$ cat config.mk
export PLATFORM = sky130hd
export DESIGN_NAME = cht_update
export DESIGN_NICKNAME = d
export VERILOG_FILES = /design/src/rtl/cht_pkg.sv /design/src/rtl/cht_update.sv
export SDC_FILE = /design/constraint.sdc
export NUM_CORES = 2
export LEC_CHECK = 0
export BUFFER_PORTS_ARGS = -buffer_cell sky130_fd_sc_hd__clkbuf_2
export CAP_MARGIN = 30
export CORE_AREA = 2 2 456 458
export DETAILED_ROUTE_END_ITERATION = 8
export DIE_AREA = 0 0 458 460
export GPL_TIMING_DRIVEN = 0
export MAX_ROUTING_LAYER = met4
export PLACE_DENSITY = 0.34
export SYNTH_ARGS = -nofsm -noshare
export SYNTH_HDL_FRONTEND = slang
export SYNTH_SLANG_ARGS = --single-unit
$ cat constraint.sdc
create_clock -name vclk -period 14.2
set_input_delay 0 -clock vclk [all_inputs]
set_output_delay 0 -clock vclk [all_outputs]
set_load 0.05 [all_outputs]
$ cat src/rtl/cht_pkg.sv
package cht_pkg;

  localparam logic [1:0] CMD_STORE = 2'd0;
  localparam logic [1:0] CMD_PROBE = 2'd1;
  localparam logic [1:0] CMD_PV    = 2'd2;
  localparam logic [1:0] CMD_CLEAR = 2'd3;

  localparam logic [1:0] FLAG_EXACT = 2'd0;
  localparam logic [1:0] FLAG_UPPER = 2'd1;
  localparam logic [1:0] FLAG_LOWER = 2'd2;

  localparam int AGE_SHIFT = 2;
  localparam logic [0:0] REG_GENERATION = 1'd0;
  localparam logic [0:0] REG_MATE_BOUND = 1'd1;
  localparam logic [14:0] MATE_BOUND_RST = 15'd31000;

  typedef struct packed {
    logic [63:0]        key;
    logic signed [15:0] score;
    logic [7:0]         depth;
    logic [1:0]         flag;
    logic [7:0]         gen;
    logic [15:0]        move;
    logic [3:0]         piece;
  } slot_t;

  typedef struct packed {
    logic [3:0]         move_piece;
    logic [15:0]        move_code;
    logic               move_valid;
    logic [1:0]         bound_kind;
    logic signed [15:0] beta;
    logic signed [15:0] alpha;
    logic signed [8:0]  depth;
    logic [7:0]         ply;
    logic signed [15:0] score;
    logic [63:0]        key;
  } item_t;

  typedef struct packed {
    logic [6:0]         pad;
    logic [3:0]         move_piece_out;
    logic [15:0]        move_code_out;
    logic               move_present;
    logic [1:0]         flag_out;
    logic [7:0]         depth_out;
    logic signed [15:0] score_out;
    logic               cutoff;
    logic               hit;
  } result_t;

  // mate score ply shift; toward_root subtracts ply from positive scores
  function automatic logic signed [15:0] mate_adjust(logic signed [15:0] s, logic [7:0] ply,
                                                     logic [14:0] mb, logic toward_root);
    logic [16:0]        mag;
    logic signed [17:0] wide;
    logic               up;
    mag  = s[15] ? 17'(-$signed({s[15], s})) : {1'b0, s};
    up   = (s > 16'sd0) ^ toward_root;
    wide = up ? 18'(s) + $signed({10'd0, ply}) : 18'(s) - $signed({10'd0, ply});
    if (mag <= {2'b00, mb}) return s;
    if (wide > 18'sd32767) return 16'sh7fff;
    if (wide < -18'sd32768) return 16'sh8000;
    return wide[15:0];
  endfunction

endpackage

$ cat src/rtl/cht_update.sv
module cht_update #(
  parameter int WAYS = 4
) (
  input  cht_pkg::slot_t [WAYS-1:0] cl,
  input  cht_pkg::item_t            item,
  input  logic [1:0]                command,
  input  logic [7:0]                generation,
  input  logic [14:0]               mate_bound,
  output cht_pkg::slot_t [WAYS-1:0] cl_next,
  output cht_pkg::result_t          res
);
  import cht_pkg::*;

  localparam int PW = (WAYS > 1) ? $clog2(WAYS) : 1;

  always_comb begin
    logic              found;
    logic              phit;
    logic [PW-1:0]     pick;
    logic [PW-1:0]     ph;
    logic signed [10:0] bad;
    logic signed [10:0] worst;
    logic [7:0]        age;
    logic [7:0]        dcl;
    logic signed [15:0] ws;
    logic signed [15:0] r;
    slot_t             e;
    found = 1'b0;
    phit  = 1'b0;
    pick  = '0;
    ph    = '0;
    worst = -11'sd1024;
    e     = '0;
    r     = '0;
    for (int i = 0; i < WAYS; i++) begin
      age = generation - cl[i].gen;
      bad = $signed(11'(age) << AGE_SHIFT) - $signed({3'b000, cl[i].depth});
      if (!found) begin
        if (cl[i].key == item.key || cl[i].key == '0) begin
          found = 1'b1;
          pick  = PW'(i);
        end else if (bad > worst) begin
          worst = bad;
          pick  = PW'(i);
        end
      end
      if (!phit && cl[i].key == item.key) begin
        phit = 1'b1;
        ph   = PW'(i);
      end
    end
    dcl     = item.depth[8] ? 8'd0 : item.depth[7:0];
    ws      = mate_adjust(item.score, item.ply, mate_bound, 1'b0);
    cl_next = cl;
    res     = '0;
    case (command)
      CMD_STORE: begin
        e = cl[pick];
        if (e.key == item.key) begin
          res.hit = 1'b1;
          e.gen = generation;
          if (item.move_valid) begin
            e.move  = item.move_code;
            e.piece = item.move_piece;
          end
          if (dcl >= e.depth) begin
            e.score = ws;
            e.depth = dcl;
            e.flag  = item.bound_kind;
          end
        end else begin
          e.key   = item.key;
          e.score = ws;
          e.depth = dcl;
          e.flag  = item.bound_kind;
          e.gen   = generation;
          e.move  = item.move_valid ? item.move_code : 16'd0;
          e.piece = item.move_valid ? item.move_piece : 4'd0;
        end
        cl_next[pick] = e;
      end
      CMD_PROBE: begin
        e = cl[ph];
        r = mate_adjust(e.score, item.ply, mate_bound, 1'b1);
        if (phit) begin
          res.hit       = 1'b1;
          res.score_out = r;
          res.depth_out = e.depth;
          res.flag_out  = e.flag;
          if ($signed({2'b00, e.depth}) >= $signed({item.depth[8], item.depth})) begin
            res.cutoff = (e.flag == FLAG_EXACT) || (e.flag == FLAG_UPPER && r <= item.alpha)
                      || (e.flag == FLAG_LOWER && r >= item.beta);
          end
          if (e.move != '0) begin
            res.move_present   = 1'b1;
            res.move_code_out  = e.move;
            res.move_piece_out = e.piece;
          end
        end
      end
      CMD_PV: begin
        e = cl[ph];
        res.hit = phit;
        if (phit && e.flag == FLAG_EXACT && e.move != '0) begin
          res.move_present   = 1'b1;
          res.move_code_out  = e.move;
          res.move_piece_out = e.piece;
        end
      end
      default: ;
    endcase
  end

endmodule
=== Yosys cells after proc, flatten, opt, wreduce, memory -nomap -nowiden ===
Index checks and enable logic that the tools add are counted.

* $add $sub $neg: 14
* Multiply operators: 0
* Div/mod/pow operators: 0
* Magnitude comparators: 19
* Equality and inequality tests: 9
* Shift operators: 0
* Muxes and demuxes: 86
* Bitwise logic cells: 0
* Reductions and logical operators: 24

{| class="wikitable"
|+ Operators with widths
! cell !! number
|-
| binary-select mux 118 bit (select 2 bit) || 2
|-
| bitwise mux 472 bit || 1
|-
| two-way mux 472 bit || 1
|-
| == test 64 bit || 5
|-
| zero test 64 bit || 4
|-
| demux 118 bit (select 2 bit) || 1
|-
| two-way mux 118 bit || 2
|-
| two-way mux 16 bit || 14
|-
| two-way mux 54 bit || 3
|-
| two-way mux 64 bit || 2
|-
| two-way mux 11 bit || 8
|-
| two-way mux 49 bit || 1
|-
| subtractor 10 x 8 -> 11 bit || 4
|-
| two-way mux 21 bit || 2
|-
| case mux 21 bit (2 select lines) || 1
|-
| greater-than comparator 18 x 16 -> 1 bit, second input constant || 2
|-
| less-than comparator 18 x 16 -> 1 bit, second input constant || 2
|-
| two-way mux 18 bit || 2
|-
| adder 16 x 9 -> 17 bit || 2
|-
| <= comparator 17 x 15 -> 1 bit || 2
|-
| two-way mux 17 bit || 2
|-
| negator 16 -> 17 bit || 2
|-
| subtractor 16 x 9 -> 17 bit || 2
|-
| greater-than comparator 11 bit || 3
|-
| other kinds (24) || 82
|}

* Flip-flop bits (word level): 0
* Latch bits: 0
* RAM bits: 0
* ROM bits: 0
* Input bits: 649
* Logic and storage cells: 152
* Memories: 0

=== Logic depth before layout (Yosys ltp) ===
* Depth after elaboration: 34
* Mapped depth: 63
* Depth with buffers taken out: 56

=== Worst setup path after synthesis ===
Ideal clock, no wire load.

* Path kind: input port to output port
* Start: input port generation[0]
* End: output port cl_next[149] in the netlist's numbering
* Data arrival time: 11.334 ns
* Data required time: 14.200 ns
* Setup slack: 2.866 ns
* Cell stages on the path: 60
* Buffers on the path: 6
* Path through: inv_1 > ha_1 > fa_1 > inv_1 > ha_1 > o21ai_0 > nand2b_1 > a21oi_1 > nor2b_1 > o21ai_0 > nand2b_1 > a211oi_1 > xnor2_1 > nand2_1 > ha_1 > nand4_1 > nor3_1 > o22a_1 > (+24 left out) > buf_1 > o22ai_1 > nor2_1 > ha_1 > nand2b_1 > a21oi_1 > nor2b_1 > o21ai_0 > nand2b_1 > a21oi_1 > nor2b_1 > o21ai_0 > nand2b_1 > a21oi_1 > nand4_4 > buf_2 > mux2i_1 > o21ai_0

{| class="wikitable"
|+ RTL lines
! what !! line !! RTL
|-
| start, declared || cht_update.sv:7 || <nowiki>input logic [7:0] generation,</nowiki>
|-
| end, declared || cht_update.sv:9 || <nowiki>output cht_pkg::slot_t [WAYS-1:0] cl_next,</nowiki>
|}

==> metrics.md <==
| Metric | Value |
|---|---|
| Hold path cells | `4` |
| Detailed Route WL | `between 300,000 and 400,000 um` |
| Hold Path Class | `in -> out` |
| Vias in the first global route | `35.9k` |
| Die width | `roughly 460 um` |
| Slew @ Worst Pin | `1.47 ns` |
| Tot GR Track Use | `0.314` |
| Number of clock buffers in the layout | `0` |
| Crit-path max cell delay | `about 0.96 ns` |
| CP Max Fanout | `10` |
| CP max stage cell | `a2111oi_0` |
| Fmax | `around 70 MHz` |
| Hold EP | `cl_next[46]` |
| Largest net degree at the start of global routing | `11` |
| Setup TNS | `0 ns` |
| Area growth syn-to-layout | `46.0%` |
| Placed Cells | `7,535` |
| Post-place setup slack | `-4.77 ns` |
| Sequential fraction of the synthesis area | `0` |
| Nets | `5,716` |
| Initial DRC Count | `approximately 4.9k` |
| Core Area | `206,000 um2` |
| Starting density of the core | `0.115` |
| First-pass GRT wire length | `around 420,000 um` |
| CP Class | `in -> out` |
| Multi-input logic area | `21,800 um2` |
| Final std cells w/o fill | `roughly 7.6k` |
| Max-cap violations | `0` |
| First drt pass iteration count | `9` |
| Remaining global-route overflow | `0` |
| Sequential cell count | `0` |
| CP arrival | `14.02 ns` |
| Via count | `38.3k` |
| Drt drc | `0` |
| Synth top area share | `0.110` |
| Gpl congestion | `1.03` |
| Final-report hold violation count | `0` |
| Post-Synthesis Cells | `3,633` |
| Run status | `completed` |
| Ys Warns | `0` |
| Rows | `167` |
| Final Util | `0.167` |
| IO Pins | `1,177` |
| Setup violations, final | `0` |
| Worst Setup Start Kind | `input port` |
| Most frequent cells in the layout | `clkbuf_2, nand2_1, o21ai_0` |
| Filler cells | `24.3k` |
| Final WS setup | `roughly 0.18 ns` |
| Final Slew Violations | `0` |
| Synth area leader | `ha_1` |
| Post-route minimum period | `~14 ns` |
| Storage element area | `0 um2` |
| Commonest non-fill, non-tap cell in the layout | `clkbuf_2` |
| Via-to-Cell Ratio | `a little over 5` |
| Die area | `between 200,000 and 250,000 um2` |
| Period utilisation layout | `0.987` |
| Wirelength per Cell | `between 40 and 50 um` |
| Initial antenna violation count | `a little under 100` |
| Syn_area_per_cell | `approximately 6.5 um2` |
| Fraction of layout cells with a size suffix above 1 | `0.330` |
| Kind of end point of the critical path | `primary output` |
| Hold Startpoint | `cl[46]` |
| Mapped cell area | `between 20,000 and 25,000 um2` |
| Die Ht | `~460 um` |
| Detail Placement HPWL | `291,000 um` |
| Top post-synthesis cells by area | `ha_1, xnor2_1, o21ai_0` |
| RSZ-0062 raised after global routing | `no` |
| Antenna Nets Post-Route | `0` |
| Port-buffer cells | `around 1.1k` |
| CP required | `around 14 ns` |
| Distinct cell type count after synthesis | `87` |
| Slew HR | `0.0219` |
## area by class of cell
cell class / instances / share of cell area
Antenna cell: 47 / 0.00341
Buffer: 252 / 0.0349
Inverter: 282 / 0.0312
Multi-Input combinational cell: 3102 / 0.634
Tap cell: 2704 / 0.0981
Timing Repair Buffer: 1216 / 0.199
## Yosys cell counts, drive strengths merged (96+ instances only)
cell type    n
xnor2      238
nand4       96
nor2       214
o22ai      134
a21oi      155
o21ai      402
ha         207
xor2       130
clkbuf     141
inv        281
nand2      475
mux2       188
buf        114
nor4       126
## critical path: cells and delay by family
kind	cells	cell delay (ns)
buffers and inverters	16	3.46
adder cells (fa/ha/maj)	3	0.83
AO/OA/AOI/OAI	17	5.05
AND/OR/NAND/NOR	15	3.68
multiplexers	2	0.45
XOR/XNOR	1	0.39
## cell families after synthesis
| family | Yosys count | share of synthesized area |
|---|---|---|
| and+or+nand+nor | 1160 | 0.235 |
| AOI/OAI and AO/OA | 1076 | 0.290 |
| buffers and inverters | 537 | 0.0916 |
| xor gates and xnor gates | 368 | 0.136 |
| muxes | 278 | 0.131 |
| adders and majority gates | 213 | 0.115 |
| other | 1 | 0.000159 |
## per-layer routing
metal / track usage / vias up / wire [um]
li1: - / 15700 / -
met1: 0.415 / 19400 / 151000
met2: 0.473 / 2644 / 146000
met3: 0.0608 / 469 / 26700
met4: 0.109 / 0 / 14800
met5: - / - / 0
## worst max path at each step
stage	start	end	slack [ns]	depth (start not counted)
after CTS	cl[108]	cl_next[287]	0.01	65
after global routing	item[31]	res[1]	0.02	56
after global placement	item[21]	cl_next[278]	-7.81	58
after floorplan	generation[0]	cl_next[149]	2.87	60
final	cl[108]	cl_next[240]	0.18	54
after detailed placement	item[21]	cl_next[285]	-4.77	65
## stage by stage
| step | hold WS, ns | instance area (um2) |
|---|---|---|
| floorplan | 0.224 | 23600 |
| global placement | 0.456 | 32600 |
| detailed placement | 0.453 | 33600 |
| CTS | 0.454 | 34000 |
| global route | 0.487 | 34400 |
| finish | 0.461 | 34500 |
## repair_timing
| action | CTS | global route |
|---|---|---|
| endpoints found under the setup margin | 473 | 185 |
| setup buffers | 12 | 7 |
| resized for setup | 95 | 73 |
| hold buffers | 0 | 0 |
| pin swaps | 7 | 8 |
